## config.mk

```make
export PLATFORM = sky130hd
export DESIGN_NAME = shtr_search
export DESIGN_NICKNAME = d
export VERILOG_FILES = /design/src/rtl/core/shtr_pkg.sv /design/src/rtl/core/shtr_search.sv
export VERILOG_INCLUDE_DIRS = /design/src /design/src/rtl/core
export SDC_FILE = /design/constraint.sdc
export NUM_CORES = 1
export LEC_CHECK = 0
export BUFFER_PORTS_ARGS = -buffer_cell sky130_fd_sc_hd__buf_2
export CORE_UTILIZATION = 54
export CTS_BUF_LIST = sky130_fd_sc_hd__clkbuf_4 sky130_fd_sc_hd__clkbuf_8
export CTS_CLUSTER_SIZE = 20
export DETAILED_ROUTE_END_ITERATION = 8
export PLACE_DENSITY = 0.92
export SLEW_MARGIN = 20
export SYNTH_ARGS = -nofsm -noshare
export SYNTH_HDL_FRONTEND = slang
export SYNTH_SLANG_ARGS = --single-unit
```

## constraint.sdc

```tcl
create_clock -name clock -period 4.2 [get_ports clock]
set_input_delay 0.42 -clock clock [delete_from_list [all_inputs] [get_ports clock]]
set_output_delay 0.42 -clock clock [all_outputs]
set_load 0.01 [all_outputs]
```

## src/rtl/core/symbol_hash_table_resolver_unit_macros.svh

```systemverilog
// Assertion macros for the symbol hash table resolver RTL (used by shtr_search).
// Expects signals named clock and reset in the module that uses them.
`ifndef SYMBOL_HASH_TABLE_RESOLVER_UNIT_MACROS_SVH
`define SYMBOL_HASH_TABLE_RESOLVER_UNIT_MACROS_SVH

// Antecedent implies consequent in the same cycle.
`define SHTR_ASSERT_NOW(label, ante, cons, msg) \
   label: assert property (@(posedge clock) disable iff (reset) (ante) |-> (cons)) \
      else $error(msg);

// Antecedent implies consequent in the next cycle.
`define SHTR_ASSERT_NEXT(label, ante, cons, msg) \
   label: assert property (@(posedge clock) disable iff (reset) (ante) |=> (cons)) \
      else $error(msg);

`endif

```

## src/rtl/core/shtr_pkg.sv

```systemverilog
// Package for the symbol hash table resolver: sizes, codes and payload types.
// Used by every module in rtl/core; depends on nothing.
package shtr_pkg;

   localparam int TableDepth    = 1024;
   localparam int IdxWidth      = $clog2(TableDepth);
   localparam int CntWidth      = $clog2(TableDepth + 1);
   localparam int CfgCountWidth = 11;
   localparam int CsrIndexWidth = 1;
   localparam int CsrDataWidth  = 11;
   localparam int HashShift     = 5;

   localparam logic [31:0] HashSeed     = 32'h0000_1505;
   localparam logic [31:0] NotFoundAddr = 32'hFFFF_FFFF;

   localparam logic KindLoad = 1'b0;
   localparam logic KindName = 1'b1;

   localparam logic [CsrIndexWidth-1:0] CsrCacheReady = 1'd0;
   localparam logic [CsrIndexWidth-1:0] CsrEntryCount = 1'd1;

   typedef struct packed {
      logic        kind;
      logic [9:0]  entry_index;
      logic [31:0] entry_address;
      logic [31:0] entry_hash;
      logic [7:0]  name_char;
   } shtr_req_type;

   typedef struct packed {
      logic [31:0] symbol_address;
      logic        found;
   } shtr_rsp_type;

   typedef struct packed {
      logic [31:0] key;
      logic [31:0] address;
   } shtr_entry_type;

   typedef struct packed {
      logic        start;
      logic [31:0] key;
   } shtr_search_cmd_type;

   typedef struct packed {
      logic         idle;
      logic         valid;
      shtr_rsp_type data;
   } shtr_search_status_type;

endpackage

```

## src/rtl/core/shtr_search.sv

```systemverilog
// Binary search sequencer over the table memory; holds the result until the
// output register takes it. Depends on shtr_pkg and the assertion macro header.
`include "symbol_hash_table_resolver_unit_macros.svh"

module shtr_search (
   input  logic                                  clock,
   input  logic                                  reset,
   input  shtr_pkg::shtr_search_cmd_type         cmd,
   input  logic                                  cache_ready,
   input  logic [shtr_pkg::CfgCountWidth-1:0]    entry_count,
   output logic                                  rd_en,
   output logic [shtr_pkg::IdxWidth-1:0]         rd_addr,
   input  shtr_pkg::shtr_entry_type              rd_data,
   input  logic                                  out_free,
   output shtr_pkg::shtr_search_status_type      status
);

   localparam logic [1:0] StIdle    = 2'd0;
   localparam logic [1:0] StIssue   = 2'd1;
   localparam logic [1:0] StCompare = 2'd2;
   localparam logic [1:0] StHold    = 2'd3;

   logic [1:0]                      state_ff, state_in;
   logic [shtr_pkg::CntWidth-1:0]   lo_ff, lo_in;
   logic [shtr_pkg::CntWidth-1:0]   hi_ff, hi_in;
   logic [shtr_pkg::CntWidth-1:0]   mid_ff, mid_in;
   logic [31:0]                     key_ff, key_in;
   shtr_pkg::shtr_rsp_type          res_ff, res_in;
   logic [shtr_pkg::CntWidth-1:0]   count_sat;
   logic [shtr_pkg::CntWidth-1:0]   mid;
   logic                            range_open;

   // Counts above the table depth are clamped to the depth.
   assign count_sat = (32'(entry_count) > shtr_pkg::TableDepth)
                      ? shtr_pkg::CntWidth'(shtr_pkg::TableDepth)
                      : shtr_pkg::CntWidth'(entry_count);

   assign mid        = lo_ff + ((hi_ff - lo_ff) >> 1);
   assign range_open = (lo_ff < hi_ff);
   assign rd_en      = (state_ff == StIssue) && range_open;
   assign rd_addr    = mid[shtr_pkg::IdxWidth-1:0];

   always_comb begin
      state_in = state_ff;
      lo_in    = lo_ff;
      hi_in    = hi_ff;
      mid_in   = mid_ff;
      key_in   = key_ff;
      res_in   = res_ff;
      case (state_ff)
         StIdle: begin
            if (cmd.start) begin
               key_in = cmd.key;
               lo_in  = '0;
               hi_in  = count_sat;
               if (cache_ready) begin
                  state_in = StIssue;
               end else begin
                  res_in   = '{symbol_address: shtr_pkg::NotFoundAddr, found: 1'b0};
                  state_in = StHold;
               end
            end
         end
         StIssue: begin
            if (range_open) begin
               mid_in   = mid;
               state_in = StCompare;
            end else begin
               res_in   = '{symbol_address: shtr_pkg::NotFoundAddr, found: 1'b0};
               state_in = StHold;
            end
         end
         StCompare: begin
            if (rd_data.key == key_ff) begin
               res_in   = '{symbol_address: rd_data.address, found: 1'b1};
               state_in = StHold;
            end else begin
               if (key_ff < rd_data.key) begin
                  hi_in = mid_ff;
               end else begin
                  lo_in = mid_ff + shtr_pkg::CntWidth'(1);
               end
               state_in = StIssue;
            end
         end
         StHold: begin
            if (out_free) begin
               state_in = StIdle;
            end
         end
         default: begin
            state_in = StIdle;
         end
      endcase
   end

   always_ff @(posedge clock) begin
      if (reset) begin
         state_ff <= StIdle;
      end else begin
         state_ff <= state_in;
      end
   end

   always_ff @(posedge clock) begin
      lo_ff  <= lo_in;
      hi_ff  <= hi_in;
      mid_ff <= mid_in;
      key_ff <= key_in;
      res_ff <= res_in;
   end

   assign status.idle  = (state_ff == StIdle);
   assign status.valid = (state_ff == StHold);
   assign status.data  = res_ff;

   `SHTR_ASSERT_NOW(a_bounds_ordered, (state_ff == StIssue) || (state_ff == StCompare), (lo_ff <= hi_ff) && (hi_ff <= shtr_pkg::CntWidth'(shtr_pkg::TableDepth)), "search bounds out of order")
   `SHTR_ASSERT_NEXT(a_read_then_compare, rd_en, state_ff == StCompare, "memory read not followed by compare")
   `SHTR_ASSERT_NEXT(a_hold_stable, (state_ff == StHold) && !out_free, (state_ff == StHold) && $stable(res_ff), "held result changed before it was taken")
   `SHTR_ASSERT_NOW(a_start_when_idle, cmd.start, state_ff == StIdle, "lookup started while search busy")

endmodule

```

# Yosys cells after proc, flatten, opt, wreduce, memory -nomap -nowiden
# Cells that the tools add are included.
# op_classes
bitwise,0
n_mux,20
div,0
eq_ne,12
mul,0
reduce_logical,10
n_lt_le_gt_ge,3
add_sub_neg,3
shifts,0
# ops
operator,n
$mux W33,4
$pmux W33 S3,1
$mux W11,7
$pmux W11 S2,2
$eq A32 B32 Y1,1
$lt A32 B32 Y1,1
$ne A2 B2 Y1 const B,8
$add A11 B1 Y11 const B,1
$add A11 B10 Y11,1
$gt A11 B11 Y1 const B,1
$lt A11 B11 Y1,1
$sub A11 B11 Y11,1
$mux W2,4
$pmux W2 S4,1
$reduce_and A4 Y1,2
$reduce_and A2 Y1,3
$reduce_and A5 Y1,1
$eq A2 B2 Y1 const B,2
$reduce_bool A3 Y1,1
$eq A2 B1 Y1 const B,1
$logic_not A2 Y1,1
$reduce_bool A2 Y1,1
$logic_and A1 B1 Y1,1
$mux W1,1
# word_totals
input_bits,112
regBits,100
latch_bits,0
n_memories,0
out_inout_bits,46
ramBits,0
mem_bits_ro,0
elab_cells,55

# Longest topological paths before layout
# depth
word_depth,4
ltp_mapped,16
ltp_nobuf,15

# Worst setup path after synthesis
# OpenSTA, ideal clock, no wires.
# synth_path
path_type,register to register
start,register lo_ff[1] in the netlist's numbering
end,"register res_ff (netlist bit status[0]), enable pin"
required_time_ns,3.777
n_path_buf,0
slack_ns,0.569
setup_ns,0.423
synth_period_minus_slack_ns,3.631
arrival_time_ns,3.208
path_stages_with_launch,9
path_cell_list,edfxtp_1 > inv_1 > ha_1 > nor2b_1 > o21ai_0 > a21oi_1 > o31ai_1 > a21oi_1 > nor2_1
# synth_between
elab_chain_len,3
# synth_rtl
element,line,text
start: declaration,shtr_search.sv:24,"logic [shtr_pkg::CntWidth-1:0] lo_ff, lo_in;"
start signal: assignment,shtr_search.sv:106,lo_ff <= lo_in;
$lt A11 B11 Y1,shtr_search.sv:39,assign range_open = (lo_ff < hi_ff);
$ne A2 B2 Y1 (no line),--,
$reduce_and A5 Y1 (no line),--,
end signal: assignment,shtr_search.sv:110,res_ff <= res_in;
end: declaration,shtr_search.sv:28,"shtr_pkg::shtr_rsp_type res_ff, res_in;"
# No other way between the ends.
# A chain may end at the register's enable or synchronous reset.

# Worst setup path after layout
# layout_path
start,register hi_ff[0] in the netlist's numbering
end,output port rd_addr[8] in the netlist's numbering
# layout_between
elab_chain_len,2
# layout_rtl
element,line,text
start: declaration,shtr_search.sv:25,"logic [shtr_pkg::CntWidth-1:0] hi_ff, hi_in;"
start signal: assignment,shtr_search.sv:107,hi_ff <= hi_in;
$sub A11 B11 Y11,shtr_search.sv:38,assign mid = lo_ff + ((hi_ff - lo_ff) >> 1);
$add A11 B10 Y11,shtr_search.sv:38,
end: declaration,shtr_search.sv:12,"output logic [shtr_pkg::IdxWidth-1:0] rd_addr,"
# No other way between the ends.

==> summary.md <==
| Metric | Value |
|---|---|
| Worst-Skew Late Latency | between 0.3 and 0.4 ns |
| Status | finished, final reports clean |
| FP Rows | 36 |
| CP max stage delay | 0.42 ns |
| Combinational Power Share | 0.475 |
| Global route overflow | 0 |
| Worst-path clk slew | roughly 0.1 ns |
| Slew HR | 0.466 |
| # Max-Cap Violations | 0 |
| Initial antenna violation count | 1 |
| Gp weighted congestion | slightly below 0.9 |
| Root Driver | clkbuf_8 |
| CTS Buf Count | 9 |
| Final slew viol count | 0 |
| CP Capture Type | output pin |
| Post-synth EDFFs | 98 |
| Die area | ~0.011 mm2 |
| Gr usage total | 0.253 |
| Worst-margin pin slew | 0.801 ns |
| First-pass GRT wire length | 19900 um |
| Fmax | 0.253 GHz |
| HP Start | reset |
| Period utilization | 0.939 |
| CP Max Fanout | 4 |
| Avg Synthesized Cell Area | roughly 12 um2 |
| Internal power | 2.39 mW |
| CP Cell Sequence | inv_1, ha_1, inv_1, fa_1, a21oi_1, o21ai_0, a2111o_1, nand2_1, xnor2_1, ha_2, nor3_1, nor2_1, o41ai_4, xnor2_2, buf_2 |
| Hold Path Stages | 2 |
| WL/cell | between 15 and 20 um |
| Vias in the first global route | 4320 |
| HP Class | in2reg |
| CP arrival | 3.53 ns |
| Buffers added on ports | 157 |
| Fill cells | 715 |
| Sequential area share after synthesis | 0.540 |
| Syn_nets | approximately 640 |
| Vias per cell | around 5.4 |
| Final setup violation count | 0 |
| P per Cell Area | 595 mW/mm2 |
| Layout Nets | approximately 800 |
| Fin util | 0.672 |
| DRC | 0 |
| Most common flop cell mapped by yosys | edfxtp_1 |
| Switching power | 1.55 mW |
| Final Hold Vio Count | 0 |
| Most frequent cell on the critical path | inv_1 |
| FFs w/ async S/R, synth | 0 |
| Initial core utilization | 0.560 |
| Clock skew | around 0.0092 ns |
| Largest net degree at the start of global routing | 41 |
| Register area | 0.00298 mm2 |
| Power share of the sequential group | 0.372 |
| Critical-path top delay cell | fa_1 |
| CTS max path bufs | 2 |
| DRT antenna net count | 0 |
| Leakage power total | 2.83 nW |
| Synthesized area | 0.00553 mm2 |
| Final worst path period need | around 3.9 ns |
| Internal reg-to-reg setup slack | 0.55 ns |
| Drt initial violations | 171 |
| Syn Inst Count | 472 |
| Die Ht | 103 um |
| Postcts setup bufs | 0 |
| Multi-input logic area | 0.00227 mm2 |
| Clk pwr share | 0.153 |
| IO Pins | 158 |
| WP data required | ~3.8 ns |
| Setup crit start kind | flip-flop |
| Worst Hold End | state_ff[1] |
| Switching share of power | 0.394 |
| Sink Count | 100 |
| Worst Path Class, Setup | reg2out |
| CTS tree | yes |
| CTS H-tree depth | 3 |
| Maximum VDD drop | 0.360 mV |
| Area of the core | approximately 0.01 mm2 |
| Die width | 103 um |
| RR Startpoint | hi_ff[0] |
| RSZ-0062 raised after global routing | no |
| Syn. warnings | 0 |
| Initial DRT Pass Iterations | 5 |
| Detailed Route WL | between 10000 and 15000 um |
| R2r endpoint | mid_ff[10] |
| Worst Reg2Reg Path Length in Cells | 15 |
| Library cells used by synthesis | 51 |
| Detailed-route via count | 4110 |
| Post-DP HPWL | 9760 um |
| FF+latch count, synth | 100 |
| Area Overhead vs Synth | 19.9% |
| Share of layout cells above drive strength 1 | 0.297 |
| Setup TNS | 0 ns |
cells by family after synthesis:
logic type	synth area share
simple gates	0.149
buf+inv	0.0518
flops	0.540
compound gates	0.0876
xor+xnor	0.0364
mux	0.00385
fa+ha+maj	0.132
power by group through the flow:
stage	Clock [mW]	Sequential, mW	Combinational, mW
after global placement	0	1.47	1.73
final	0.602	1.47	1.87
after floorplan	0	1.48	1.47
after detailed placement	0	1.48	1.82
after CTS	0.617	1.46	1.84
after global routing	0.652	1.48	2.07
Yosys cell counts, types with 2 or more instances:
cell,n,share of area
a21o_1,7,0.0095
xnor2_1,14,0.022
a31o_2,2,0.0032
o21a_1,4,0.0054
dfxtp_1,2,0.0072
a211oi_1,2,0.0027
fa_1,2,0.0072
a22o_1,4,0.0063
edfxtp_1,98,0.53
ha_1,55,0.12
nor3_1,9,0.0081
and4_1,4,0.0063
a21oi_1,25,0.023
nand3_1,14,0.013
nor2_1,33,0.022
nand4_1,7,0.0079
o211ai_1,3,0.0041
nand2b_1,36,0.041
nor2b_1,4,0.0045
nand3b_1,8,0.011
o21bai_1,2,0.0027
nand2_1,26,0.018
and2_1,4,0.0045
buf_4,10,0.014
inv_1,48,0.033
xor2_1,9,0.014
o21ai_0,7,0.0063
clkbuf_1,6,0.0041
nor4_1,3,0.0034
and3_1,3,0.0034
routing by layer:
| metal | part of all wire | GRT usage | up-vias | wire length (um) |
|---|---|---|---|---|
| met4 | 0.031 | 0.120 | 0 | 395 |
| li1 | - | - | 1998 | - |
| met2 | 0.53 | 0.447 | 175 | 6600 |
| met1 | 0.37 | 0.280 | 1901 | 4660 |
| met5 | 0 | 0 | - | 0 |
| met3 | 0.072 | 0.0773 | 36 | 902 |
worst max path at each step:
stage / start / to / depth (start not counted)
floorplan: lo_ff[1] / status[0] / 8
global placement: hi_ff[0] / rd_addr[8] / 15
detailed placement: hi_ff[0] / mid_ff[10] / 15
CTS: hi_ff[0] / rd_addr[8] / 15
global route: hi_ff[0] / rd_addr[9] / 15
finish: hi_ff[0] / rd_addr[8] / 15
worst max-delay path, delay by kind of cell, from the launching register on:
family / cells / cell delay (ns)
AO/OA/AOI/OAI: 4 / 0.89
adder cells (fa/ha/maj): 3 / 0.88
flip-flops: 1 / 0.38
XOR/XNOR: 2 / 0.37
AND/OR/NAND/NOR: 3 / 0.35
buffers and inverters: 3 / 0.30
flip-flops by register name, summed over array words and instances (netlist names):
signal / count
hi_ff: 11
state_ff: 2
lo_ff: 11
mid_ff: 11
key_ff: 32
status: 33
area by class of cell:
type | count | share of cell area
flip-flops and latches | 100 | 0.450
multi-input cells | 306 | 0.343
repair buffers | 163 | 0.125
inverters | 48 | 0.0272
well taps | 133 | 0.0251
clock buffers | 9 | 0.0187
clock inverters | 7 | 0.0104
diodes | 1 | 0.000378
stage by stage:
stage / hold slack [ns] / std cells / setup slack [ns] / total power [mW] / instance area [um2]
CTS: 0.187 / 766 / 0.127 / 3.92 / 6610
floorplan: 0.489 / 472 / 0.569 / 2.94 / 5530
global placement: 0.562 / 750 / 0.763 / 3.20 / 6420
global route: 0.181 / 767 / 0.00237 / 4.20 / 6630
finish: 0.203 / 767 / 0.254 / 3.94 / 6630
detailed placement: 0.585 / 750 / 0.577 / 3.31 / 6420
timing repair:
action,in CTS,in global routing
setup endpoints to repair,0,3
hold buffers,0,0
hold endpoints to repair,0,0
gates resized for setup,0,4
cells in the final DEF (no fill, tap or decap), drive strengths merged, types with 2 or more instances in the layout:
cell and count:
o21ai 7, nand2 26, a21o 7, o21a 4
inv 52, xnor2 14, fa 2, xor2 9
nor2 33, clkinv 3, a21oi 25, a211oi 3
o41ai 2, nor4 3, and2 4, nand2b 36
nand3b 8, clkbuf 9, edfxtp 98, o211ai 3
nor2b 4, and4 4, a31o 2, nand4 7
nor3 9, and3 3, a22o 4, ha 55
o21bai 2, buf 163, dfxtp 2, nand3 14
Note: power is estimated with default switching activity, not from simulation.
